[src/sv/imm_pkg.sv]
// ----------------------------------------------------------------------------
// imm_pkg
// Shared types, constants and helpers for the integer matrix multiplier.
// ----------------------------------------------------------------------------
package imm_pkg;

  localparam int MAX_DIM   = 8;
  localparam int ELEM_BITS = 16;

  localparam int CFG_W   = 4;
  localparam int RES_W   = 35;
  localparam int DIM_W   = $clog2(MAX_DIM);
  localparam int EFF_W   = $clog2(MAX_DIM + 1);
  localparam int DEPTH   = MAX_DIM * MAX_DIM;
  localparam int ADDR_W  = $clog2(DEPTH);
  localparam int CNT_W   = ADDR_W + 1;
  localparam int TOT_W   = ADDR_W + 2;
  localparam int PROD_W  = 2 * ELEM_BITS;
  localparam int PADDR_W = 4;
  localparam int PDATA_W = 32;

  typedef enum logic [1:0] {
    REG_ROWS_A,
    REG_COLS_A,
    REG_ROWS_B,
    REG_COLS_B
  } cfg_reg_e;

  typedef enum logic {
    SEQ_IDLE,
    SEQ_RUN
  } seq_state_e;

  typedef struct packed {
    logic             valid;
    logic             first;
    logic             lastk;
    logic [DIM_W-1:0] row;
    logic [DIM_W-1:0] col;
    logic             last;
  } mac_ctl_t;

  function automatic logic [EFF_W-1:0] eff_dim(input logic [CFG_W-1:0] v);
    logic [EFF_W-1:0] r;
    if (v == '0) begin
      r = EFF_W'(1);
    end else if (int'(v) > MAX_DIM) begin
      r = EFF_W'(MAX_DIM);
    end else begin
      r = EFF_W'(v);
    end
    return r;
  endfunction

endpackage

[src/sv/integer_matrix_multiply.sv]
// ----------------------------------------------------------------------------
// integer_matrix_multiply
// Signed matrix product C = A x B on one shared multiply-accumulate unit.
//
// Set rows_a, cols_a, rows_b and cols_b over the APB port (byte addresses
// 0, 4, 8, 12) while the block is idle; any write restarts loading.
// Feed elements with start while busy is low, A row-major then B row-major,
// one word per cycle. The word that completes B raises busy. The sequencer
// then walks i, j, k and issues one multiply-accumulate per cycle through
// the RAM read, multiply and accumulate stages. Each C element is strobed
// on result_valid_o for one cycle with its row and column, in row-major
// order, last_o on the final one; busy drops as the final result is shown.
// If cols_a and rows_b differ, every accepted word yields one dim_error_o
// result in the next cycle and nothing is stored.
// The receiver cannot stall: results are never held.
// Reset sets all dimensions to 1 and clears the load count.
// ----------------------------------------------------------------------------
module integer_matrix_multiply
  import imm_pkg::*;
(
  input  logic                        clk_i,
  input  logic                        rst_ni,
  input  logic                        psel,
  input  logic                        penable,
  input  logic                        pwrite,
  input  logic [PADDR_W-1:0]          paddr,
  input  logic [PDATA_W-1:0]          pwdata,
  output logic [PDATA_W-1:0]          prdata,
  output logic                        pready,
  input  logic                        start,
  output logic                        busy,
  input  logic signed [ELEM_BITS-1:0] element_i,
  output logic                        result_valid_o,
  output logic signed [RES_W-1:0]     product_value_o,
  output logic [2:0]                  out_row_o,
  output logic [2:0]                  out_col_o,
  output logic                        last_o,
  output logic                        dim_error_o
);

  logic [CFG_W-1:0] rows_a_q, cols_a_q, rows_b_q, cols_b_q;
  logic [EFF_W-1:0] ra, ca, rb, cb;
  logic [DIM_W-1:0] ra_m1, ca_m1, cb_m1;
  logic [CNT_W-1:0] na;
  logic [TOT_W-1:0] total;
  logic [CNT_W-1:0] load_q, load_d;
  logic             cfg_we;
  cfg_reg_e         cfg_idx;
  logic             accept, mismatch, load_done;
  logic             left_we, right_we;
  logic [ADDR_W-1:0] left_waddr, right_waddr;

  seq_state_e        state_q, state_d;
  logic [DIM_W-1:0]  i_q, i_d, j_q, j_d, k_q, k_d;
  logic [ADDR_W-1:0] base_q, base_d, a_ptr_q, a_ptr_d, b_ptr_q, b_ptr_d;
  mac_ctl_t          ctl_issue, ctl_rd_q, ctl_res;
  logic [ELEM_BITS-1:0] a_rd, b_rd;
  logic signed [RES_W-1:0] sum;

  logic                    res_valid_q;
  logic signed [RES_W-1:0] res_value_q;
  logic [2:0]              res_row_q, res_col_q;
  logic                    res_last_q, res_err_q;

  // Configuration port
  assign pready  = 1'b1;
  assign cfg_we  = psel & penable & pwrite;
  assign cfg_idx = cfg_reg_e'(paddr[3:2]);

  always_comb begin
    unique case (cfg_idx)
      REG_ROWS_A: prdata = PDATA_W'(rows_a_q);
      REG_COLS_A: prdata = PDATA_W'(cols_a_q);
      REG_ROWS_B: prdata = PDATA_W'(rows_b_q);
      REG_COLS_B: prdata = PDATA_W'(cols_b_q);
    endcase
  end

  always_ff @(posedge clk_i or negedge rst_ni) begin
    if (!rst_ni) begin
      rows_a_q <= CFG_W'(1);
      cols_a_q <= CFG_W'(1);
      rows_b_q <= CFG_W'(1);
      cols_b_q <= CFG_W'(1);
    end else if (cfg_we) begin
      unique case (cfg_idx)
        REG_ROWS_A: rows_a_q <= pwdata[CFG_W-1:0];
        REG_COLS_A: cols_a_q <= pwdata[CFG_W-1:0];
        REG_ROWS_B: rows_b_q <= pwdata[CFG_W-1:0];
        REG_COLS_B: cols_b_q <= pwdata[CFG_W-1:0];
      endcase
    end
  end

  assign ra    = eff_dim(rows_a_q);
  assign ca    = eff_dim(cols_a_q);
  assign rb    = eff_dim(rows_b_q);
  assign cb    = eff_dim(cols_b_q);
  assign ra_m1 = DIM_W'(ra - EFF_W'(1));
  assign ca_m1 = DIM_W'(ca - EFF_W'(1));
  assign cb_m1 = DIM_W'(cb - EFF_W'(1));
  assign na    = CNT_W'(ra) * CNT_W'(ca);
  assign total = TOT_W'(na) + TOT_W'(rb) * TOT_W'(cb);

  // Load path
  assign accept    = start & ~busy;
  assign mismatch  = (ca != rb);
  assign load_done = (TOT_W'(load_q) + TOT_W'(1)) >= total;
  assign left_we   = accept & ~mismatch & (load_q < na);
  assign right_we  = accept & ~mismatch & ~(load_q < na);
  assign left_waddr  = load_q[ADDR_W-1:0];
  assign right_waddr = ADDR_W'(load_q - na);

  always_comb begin
    load_d = load_q;
    if (cfg_we) begin
      load_d = '0;
    end else if (accept && !mismatch) begin
      load_d = load_done ? '0 : CNT_W'(load_q + CNT_W'(1));
    end
  end

  always_ff @(posedge clk_i or negedge rst_ni) begin
    if (!rst_ni) begin
      load_q <= '0;
    end else begin
      load_q <= load_d;
    end
  end

  imm_ram #(.WIDTH(ELEM_BITS), .DEPTH(DEPTH)) u_left_ram (
    .clk_i   (clk_i),
    .we_i    (left_we),
    .waddr_i (left_waddr),
    .wdata_i (element_i),
    .raddr_i (a_ptr_q),
    .rdata_o (a_rd)
  );

  imm_ram #(.WIDTH(ELEM_BITS), .DEPTH(DEPTH)) u_right_ram (
    .clk_i   (clk_i),
    .we_i    (right_we),
    .waddr_i (right_waddr),
    .wdata_i (element_i),
    .raddr_i (b_ptr_q),
    .rdata_o (b_rd)
  );

  // Sequencer
  always_ff @(posedge clk_i or negedge rst_ni) begin
    if (!rst_ni) begin
      state_q  <= SEQ_IDLE;
      i_q      <= '0;
      j_q      <= '0;
      k_q      <= '0;
      base_q   <= '0;
      a_ptr_q  <= '0;
      b_ptr_q  <= '0;
      ctl_rd_q <= '0;
    end else begin
      state_q  <= state_d;
      i_q      <= i_d;
      j_q      <= j_d;
      k_q      <= k_d;
      base_q   <= base_d;
      a_ptr_q  <= a_ptr_d;
      b_ptr_q  <= b_ptr_d;
      ctl_rd_q <= ctl_issue;
    end
  end

  always_comb begin
    state_d   = state_q;
    i_d       = i_q;
    j_d       = j_q;
    k_d       = k_q;
    base_d    = base_q;
    a_ptr_d   = a_ptr_q;
    b_ptr_d   = b_ptr_q;
    ctl_issue = '0;
    unique case (state_q)
      SEQ_IDLE: begin
        if (accept && !mismatch && load_done) begin
          state_d = SEQ_RUN;
          i_d     = '0;
          j_d     = '0;
          k_d     = '0;
          base_d  = '0;
          a_ptr_d = '0;
          b_ptr_d = '0;
        end
      end
      SEQ_RUN: begin
        ctl_issue.valid = 1'b1;
        ctl_issue.first = (k_q == '0);
        ctl_issue.lastk = (k_q == ca_m1);
        ctl_issue.row   = i_q;
        ctl_issue.col   = j_q;
        ctl_issue.last  = (i_q == ra_m1) && (j_q == cb_m1);
        if (k_q != ca_m1) begin
          k_d     = DIM_W'(k_q + DIM_W'(1));
          a_ptr_d = ADDR_W'(a_ptr_q + ADDR_W'(1));
          b_ptr_d = ADDR_W'(b_ptr_q + ADDR_W'(cb));
        end else begin
          k_d = '0;
          if (j_q != cb_m1) begin
            j_d     = DIM_W'(j_q + DIM_W'(1));
            a_ptr_d = base_q;
            b_ptr_d = ADDR_W'(j_q) + ADDR_W'(1);
          end else begin
            j_d     = '0;
            b_ptr_d = '0;
            base_d  = ADDR_W'(base_q + ADDR_W'(ca));
            a_ptr_d = ADDR_W'(base_q + ADDR_W'(ca));
            if (i_q != ra_m1) begin
              i_d = DIM_W'(i_q + DIM_W'(1));
            end else begin
              state_d = SEQ_IDLE;
            end
          end
        end
      end
    endcase
  end

  imm_mac u_mac (
    .clk_i  (clk_i),
    .rst_ni (rst_ni),
    .a_i    (a_rd),
    .b_i    (b_rd),
    .ctl_i  (ctl_rd_q),
    .sum_o  (sum),
    .ctl_o  (ctl_res)
  );

  assign busy = (state_q != SEQ_IDLE) | ctl_rd_q.valid | ctl_res.valid;

  // Result register
  always_ff @(posedge clk_i or negedge rst_ni) begin
    if (!rst_ni) begin
      res_valid_q <= 1'b0;
    end else begin
      res_valid_q <= (ctl_res.valid & ctl_res.lastk) | (accept & mismatch);
    end
  end

  always_ff @(posedge clk_i) begin
    if (ctl_res.valid && ctl_res.lastk) begin
      res_value_q <= sum;
      res_row_q   <= 3'(ctl_res.row);
      res_col_q   <= 3'(ctl_res.col);
      res_last_q  <= ctl_res.last;
      res_err_q   <= 1'b0;
    end else if (accept && mismatch) begin
      res_value_q <= '0;
      res_row_q   <= '0;
      res_col_q   <= '0;
      res_last_q  <= 1'b0;
      res_err_q   <= 1'b1;
    end
  end

  assign result_valid_o  = res_valid_q;
  assign product_value_o = res_value_q;
  assign out_row_o       = res_row_q;
  assign out_col_o       = res_col_q;
  assign last_o          = res_last_q;
  assign dim_error_o     = res_err_q;

endmodule

[src/sv/imm_ram.sv]
// ----------------------------------------------------------------------------
// imm_ram
// Generic simple dual-port RAM: one write port, one registered read port.
// ----------------------------------------------------------------------------
module imm_ram #(
  parameter int WIDTH = 16,
  parameter int DEPTH = 64
) (
  input  logic                     clk_i,
  input  logic                     we_i,
  input  logic [$clog2(DEPTH)-1:0] waddr_i,
  input  logic [WIDTH-1:0]         wdata_i,
  input  logic [$clog2(DEPTH)-1:0] raddr_i,
  output logic [WIDTH-1:0]         rdata_o
);

  logic [WIDTH-1:0] mem_q [DEPTH];

  always_ff @(posedge clk_i) begin
    if (we_i) begin
      mem_q[waddr_i] <= wdata_i;
    end
    rdata_o <= mem_q[raddr_i];
  end

endmodule

[src/sv/imm_mac.sv]
// ----------------------------------------------------------------------------
// imm_mac
// Shared multiply-accumulate unit: registered product, then running sum.
// ----------------------------------------------------------------------------
module imm_mac
  import imm_pkg::*;
(
  input  logic                        clk_i,
  input  logic                        rst_ni,
  input  logic signed [ELEM_BITS-1:0] a_i,
  input  logic signed [ELEM_BITS-1:0] b_i,
  input  mac_ctl_t                    ctl_i,
  output logic signed [RES_W-1:0]     sum_o,
  output mac_ctl_t                    ctl_o
);

  logic signed [PROD_W-1:0] prod_q;
  logic signed [RES_W-1:0]  acc_q;
  logic signed [RES_W-1:0]  acc_d;
  mac_ctl_t                 ctl_q;

  always_ff @(posedge clk_i or negedge rst_ni) begin
    if (!rst_ni) begin
      ctl_q <= '0;
    end else begin
      ctl_q <= ctl_i;
    end
  end

  always_ff @(posedge clk_i) begin
    prod_q <= a_i * b_i;
    if (ctl_q.valid) begin
      acc_q <= acc_d;
    end
  end

  always_comb begin
    if (ctl_q.first) begin
      acc_d = RES_W'(prod_q);
    end else begin
      acc_d = acc_q + RES_W'(prod_q);
    end
  end

  assign sum_o = acc_d;
  assign ctl_o = ctl_q;

endmodule

[config.mk]
export PLATFORM = sky130hd
export DESIGN_NAME = integer_matrix_multiply
export DESIGN_NICKNAME = d
export VERILOG_FILES = /design/src/sv/imm_pkg.sv /design/src/sv/integer_matrix_multiply.sv /design/src/sv/imm_ram.sv /design/src/sv/imm_mac.sv
export SDC_FILE = /design/constraint.sdc
export NUM_CORES = 2
export LEC_CHECK = 0
export ABC_AREA = 1
export BUFFER_PORTS_ARGS = -buffer_cell sky130_fd_sc_hd__buf_2
export CAP_MARGIN = 0
export CORE_MARGIN = 1.5
export CORE_UTILIZATION = 50
export CTS_BUF_LIST = sky130_fd_sc_hd__clkbuf_8 sky130_fd_sc_hd__clkbuf_16
export DETAILED_ROUTE_END_ITERATION = 12
export PLACE_DENSITY = 0.66
export SETUP_SLACK_MARGIN = 0.2
export SLEW_MARGIN = 20
export SYNTH_ARGS = -nofsm -noshare
export SYNTH_HDL_FRONTEND = slang
export SYNTH_SLANG_ARGS = --single-unit
export TNS_END_PERCENT = 1
[constraint.sdc]
create_clock -name clk_i -period 9.01 [get_ports clk_i]
set_clock_uncertainty 0.1 [all_clocks]
set_input_delay 1.802 -clock clk_i [delete_from_list [all_inputs] [get_ports clk_i]]
set_output_delay 1.802 -clock clk_i [all_outputs]
set_load 0.03 [all_outputs]
Yosys cells after proc, flatten, opt, wreduce, memory -nomap -nowiden
Memories as Yosys holds them, arrays and structs flattened. A register that Yosys moved wholly into a read port is not among the register bits.
Cells that the tools add are included.
{"block": "word_totals", "regBits": 182, "ramBits": 2048, "wordCells": 156, "romBits": 0, "mem_count": 2, "latch_bits": 0, "in_bits": 58, "output_inout_bits": 78}
{"block": "op_classes", "add_sub_neg": 15, "shift": 0, "n_reduce_logical": 20, "mux": 49, "n_eq_ne": 14, "n_mul": 3, "bitwise_logic": 15, "div": 0, "magnitude_cmp": 6}
{"name": "u_left_ram.mem_q", "depth": 64, "width": 16, "read_ports": 1, "rd_clocked_by_memory_dff": 1, "wr": 1, "line_no": "imm_ram.sv:17", "rtl": "logic [WIDTH-1:0] mem_q [DEPTH];"}
{"name": "u_right_ram.mem_q", "depth": 64, "width": 16, "read_ports": 1, "rd_clocked_by_memory_dff": 1, "wr": 1, "line_no": "imm_ram.sv:17"}
{"cell": "32-bit case mux with 4 select lines", "n": 1}
{"cell": "35-bit 2-to-1 mux", "n": 3}
{"cell": "4-bit 2-to-1 mux", "n": 9}
{"cell": "6-bit case mux with 2 select lines", "n": 3}
{"cell": "35-bit by 32-bit adder with 35-bit output", "n": 1}
{"cell": "16-bit by 16-bit multiplier with 32-bit output", "n": 1}
{"cell": "3-bit 2-to-1 mux", "n": 10}
{"cell": "6-bit 2-to-1 mux", "n": 5}
{"cell": "7-bit 2-to-1 mux", "n": 3}
{"cell": "3-bit case mux with 2 select lines", "n": 3}
{"cell": "4-bit > comparator, second input constant", "n": 4}
{"cell": "4-bit logical NOT", "n": 4}
{"cell": "6-bit by 4-bit adder with 6-bit output", "n": 2}
{"cell": "1-bit 2-to-1 mux", "n": 10}
{"cell": "10-bit 2-to-1 mux", "n": 1}
{"cell": "2-bit AND reduction", "n": 5}
{"cell": "3-bit by 1-bit adder with 3-bit output, second input constant", "n": 3}
{"cell": "3-bit equality test", "n": 3}
{"cell": "3-bit != test", "n": 3}
{"cell": "3-bit by 1-bit subtractor with 3-bit output, second input constant", "n": 3}
{"cell": "7-bit by 1-bit adder with 8-bit output, second input constant", "n": 1}
{"cell": "7-bit by 8-bit adder with 8-bit output", "n": 1}
{"cell": "1-bit bitwise AND", "n": 8}
{"cell": "8-bit greater-or-equal comparator", "n": 1}
{"cell": "other kinds (21)", "n": 34}

Longest topological paths before layout
{"block": "logic_depth", "depth_word": 9, "ltp_mapped": 29, "ltp_nobuf": 28}

Modules after synthesis
From an unflattened synthesis, not the netlist that was laid out.
{"block": "hier_totals", "hier_cells": 9926, "hier_area_um2": 106609.7}
{"mod": "imm_ram", "cells_per_inst": 3517, "area_per_inst_um2": 42099.1, "instances": 2}
{"mod": "imm_mac", "cells_per_inst": 2063, "area_per_inst_um2": 15422.3, "instances": 1}
{"mod": "integer_matrix_multiply", "cells_per_inst": 829, "area_per_inst_um2": 6989.2, "instances": 1}

Least setup slack after synthesis
No wires, ideal clock.
{"block": "synth_timing", "path_type": "reg2reg", "from": "register cols_a_q[3]", "to": "memory u_left_ram.mem_q[63][0], enable pin", "synth_period_minus_slack_ns": 5.567, "stages_incl_launch_ff": 18, "required_ns": 8.501, "arrival_ns": 5.058, "path_buffers": 1, "setup_ns": 0.409, "path_slack_ns": 3.443, "cell_sequence": "dfrtp_1 > buf_6 > nor2_1 > nand3_1 > fa_1 > inv_1 > fa_1 > inv_1 > fa_1 > o21ai_0 > a21oi_1 > xor2_1 > ha_1 > a21oi_1 > o21ai_0 > a31oi_1 > inv_1 > nor3_1"}
{"block": "synth_between", "elab_chain_len": 9, "elab_cells_between_ends": 12, "classes_between": "mul: 1; order compare: 2; eq/ne: 1; mux: 4; bitwise: 3; reduce/logical: 1"}
{"item": "start: declaration", "line_no": "integer_matrix_multiply.sv:41", "rtl": "logic [CFG_W-1:0] rows_a_q, cols_a_q, rows_b_q, cols_b_q;"}
{"item": "start signal: assignment", "line_no": "integer_matrix_multiply.sv:88", "rtl": "REG_COLS_A: cols_a_q <= pwdata[CFG_W-1:0];"}
{"item": "4-bit > comparator", "line_no": "imm_pkg.sv:47", "rtl": "end else if (int'(v) > MAX_DIM) begin"}
{"item": "4-bit 2-to-1 mux", "line_no": "imm_pkg.sv:47"}
{"item": "4-bit 2-to-1 mux *", "line_no": "imm_pkg.sv:45", "rtl": "if (v == '0) begin"}
{"item": "branches (longest 3 deep; another with 4-bit by 4-bit multiplier with 7-bit output)"}
{"item": "1-bit bitwise AND *", "line_no": "integer_matrix_multiply.sv:109", "rtl": "assign left_we = accept & ~mismatch & (load_q < na);"}
{"item": "1-bit 2-to-1 mux *", "line_no": "imm_ram.sv:20", "rtl": "if (we_i) begin"}
{"item": "1-bit 2-to-1 mux (not written as such) *", "line_no": "imm_ram.sv:21", "rtl": "mem_q[waddr_i] <= wdata_i;"}
{"item": "end: declaration", "line_no": "imm_ram.sv:17"}
Every way passes the cells marked *.

Worst setup path after layout
{"block": "layout_timing", "from": "register cols_a_q[3]", "to": "memory u_left_ram.mem_q[18][15], enable pin"}
Same word-level chain as after synthesis.

==> qor.txt <==
largest net degree at the start of global routing = 167
Finished Layout Cells = 11800
CTS Hold Buffers Added = 0
Max Cap Viol = 0
WP data arrival = 6.98 ns
Setup-failing EPs final = 0
placed insts = 11400
Slew Limit Fails = 0
final period demand of the worst path = 6.52 ns
DRT Pass-1 Iters = 8
Worst-path clk slew = 0.06 ns
first-pass GRT wire length = 412 mm
register area share after synthesis = 65.1%
Max Fanout on Critical Path = 10
area of the core = 205000 µm²
normalized max-slew margin = 19.3%
number of synthesized register bits = 2262
Cell Area, Placed = 106000 µm²
io pins = 136
share of layout cells above drive strength 1 = 7.08%
WL final = 274 mm
WS Path Type = flip-flop to flip-flop
post-route cell area = 113000 µm²
Die Ht = 456 µm
Post-route DRC = 0
H-tree levels = 4
Fin Setup TNS = 0 ns
vias per cell = 5.84
Longest Clk Path Bufs = 3
Layout area overhead = 9.86%
EDFF count, synth = 2125
Synth Instances = 8934
synth warn = 0
clk root buf = clkbuf_16
Die X = 456 µm
fin crit share = 72.4%
DP HPWL = 162 mm
worst min path class = flip-flop to flip-flop
Synth area leader = edfxtp_1
vias in the first global route = 66400
clock latency on the worst-skew pair = 0.89 ns
Synth area leaders = edfxtp_1 (62%), o21ai_0 (6.5%), fa_1 (5.4%)
initial antenna violation count = 13
outcome = complete, no violations
Sink Count = 2262
share of the synthesized area in the top cell type = 62.1%
ANT nets after route = 0
clock buffer count from CTS = 218
Worst-Margin Slew = 1.20 ns
Die ar. = 208000 µm²
CTS resizes = 0
Total Routing Usage GR = 26.0%
RSZ-0062 raised after global routing = no
Worst setup SP type = flip-flop
syn_area_per_cell = 11.5 µm²
critical path endpoint category = flip-flop
via count = 69000
Synth cell types = 54
I/O Buffers = 76
Final Hold Violating Endpoints = 0
row count = 166
placer's final routability congestion estimate = 0.917
Post-CTS Setup Inserts = 0
CTS tree = done
grt total ovfl = 0
Fmax = 153 MHz
Crit path required time = 9.47 ns
Layout Nets = 9428
initial drt markers = 8324
Synth Cell Area = 103000 µm²
Initial Util = 50.3%
routed len/inst = 23.2 µm
Top FF cell, synth = edfxtp_1
ys async rst share = 3.18%
[flip-flops by register name, summed over array words and instances, names as in the netlist, 3 cells and up]
signal,flops
u_left_ram.mem_q,1024
cols_a_q,4
j_q,3
u_left_ram.rdata_o,16
product_value_o,35
base_q,6
out_col_o,3
load_q,7
u_mac.ctl_o,10
rows_b_q,4
u_mac.prod_q,32
b_ptr_q,6
rows_a_q,4
u_mac.acc_q,35
ctl_rd_q,10
u_right_ram.rdata_o,16
k_q,3
u_right_ram.mem_q,1024
cols_b_q,4
a_ptr_q,6
out_row_o,3
i_q,3
[worst max-delay path, cell delays in order, from the launching register on]
cell and delay (ns):
dfrtp_1 0.50, nor2_1 0.37, nand3_1 0.17, fa_1 0.57, inv_1 0.06, fa_1 0.52, inv_1 0.06, fa_1 0.40
o21ai_0 0.21, a21oi_1 0.11, xor2_1 0.33, ha_1 0.31, a21oi_1 0.11, o21ai_0 0.08, a31oi_1 0.51, inv_1 0.22
nor2_4 0.29, nand3_1 0.30, nor2_1 0.63, buf_4 0.33
[Yosys cell counts (5+ instances only)]
cell type / number
edfxtp_1: 2125
nor2_1: 1451
o21ai_0: 1328
nand2_1: 1065
inv_1: 613
o22ai_1: 499
clkbuf_1: 412
fa_1: 279
a21oi_1: 237
nand3_1: 188
ha_1: 173
dfrtp_1: 68
dfxtp_1: 65
buf_2: 58
xor2_1: 48
buf_1: 38
buf_4: 34
xnor2_1: 33
o211ai_1: 29
or2_2: 29
nand4_1: 19
nor3_1: 15
o221ai_1: 14
o21ai_1: 13
nand3b_1: 10
o21bai_1: 10
clkinv_1: 8
a21o_1: 6
a31oi_1: 6
o21a_1: 5
[per-stage QoR]
stage | hold slack, ns | worst slack (ns) | util (%)
floorplan | 0.231 | 3.44 | -
global placement | 0.236 | 2.61 | 51.9
detailed placement | 0.237 | 2.56 | 51.9
CTS | 0.231 | 2.50 | 55.2
global route | 0.224 | 2.12 | 55.2
finish | 0.238 | 2.49 | 55.2
[layout by cell type (no fill, tap or decap), types with 33 or more instances in the layout]
cell type / Yosys / layout
edfxtp_1: 2125 / 2125
nand3_1: 188 / 188
xor2_1: 48 / 48
o21ai_0: 1328 / 1328
inv_1: 613 / 676
o22ai_1: 499 / 499
nand2_1: 1065 / 1064
nor2_1: 1451 / 1451
fa_1: 279 / 279
dfxtp_1: 65 / 65
clkinv_1: 8 / 65
clkbuf_16: 0 / 223
buf_2: 58 / 59
dfrtp_1: 68 / 59
xnor2_1: 33 / 33
ha_1: 173 / 173
a21oi_1: 237 / 237
buf_4: 34 / 219
[path summary, 6_finish.rpt]
check / endpoint / from / slack, ns / cells past startpoint
setup / recovery: u_left_ram.mem_q[18][15] / cols_a_q[3] / 2.49 / 19
min in group asynchronous: result_valid_o / rst_ni / 0.67 / 1
hold reg to reg: u_mac.ctl_o[2] / ctl_rd_q[2] / 0.24 / 0
max in group asynchronous: a_ptr_q[1] / rst_ni / 7.00 / 2
hold / removal: u_mac.ctl_o[2] / ctl_rd_q[2] / 0.24 / 0
setup reg to reg: u_left_ram.mem_q[18][15] / cols_a_q[3] / 2.49 / 19
[kinds of logic after synthesis]
logic type	synth area share, %
AO/OA/AOI/OAI	11.3
buffers and inverters	4.49
flip-flops	65.1
other	0.00730
XOR/XNOR	0.690
adder cells (fa/ha/maj)	7.54
AND/OR/NAND/NOR	10.8
multiplexers	0.0438
[metal layers]
metal	vias to the layer above	wire (µm)	track usage, %
met3	514	24200	4.03
met1	34000	113000	36.8
met2	3218	127000	40.8
li1	31200	-	-
met5	-	13	0
met4	2	10000	9.70
[final cells by class]
type | count | area [µm²]
fill | 16700 | 91600
sequential | 2262 | 66900
antenna | 7 | 17.5
timing repair buffer | 282 | 2020
multi-input combinational | 5528 | 31400
clock inverter | 179 | 1160
inverter | 626 | 2390
tap | 2688 | 3360
clock buffer | 230 | 5680
Power is left out: the tool's default activity adds up to more than one toggle a clock period on the data nets, which glitch-free logic cannot reach.
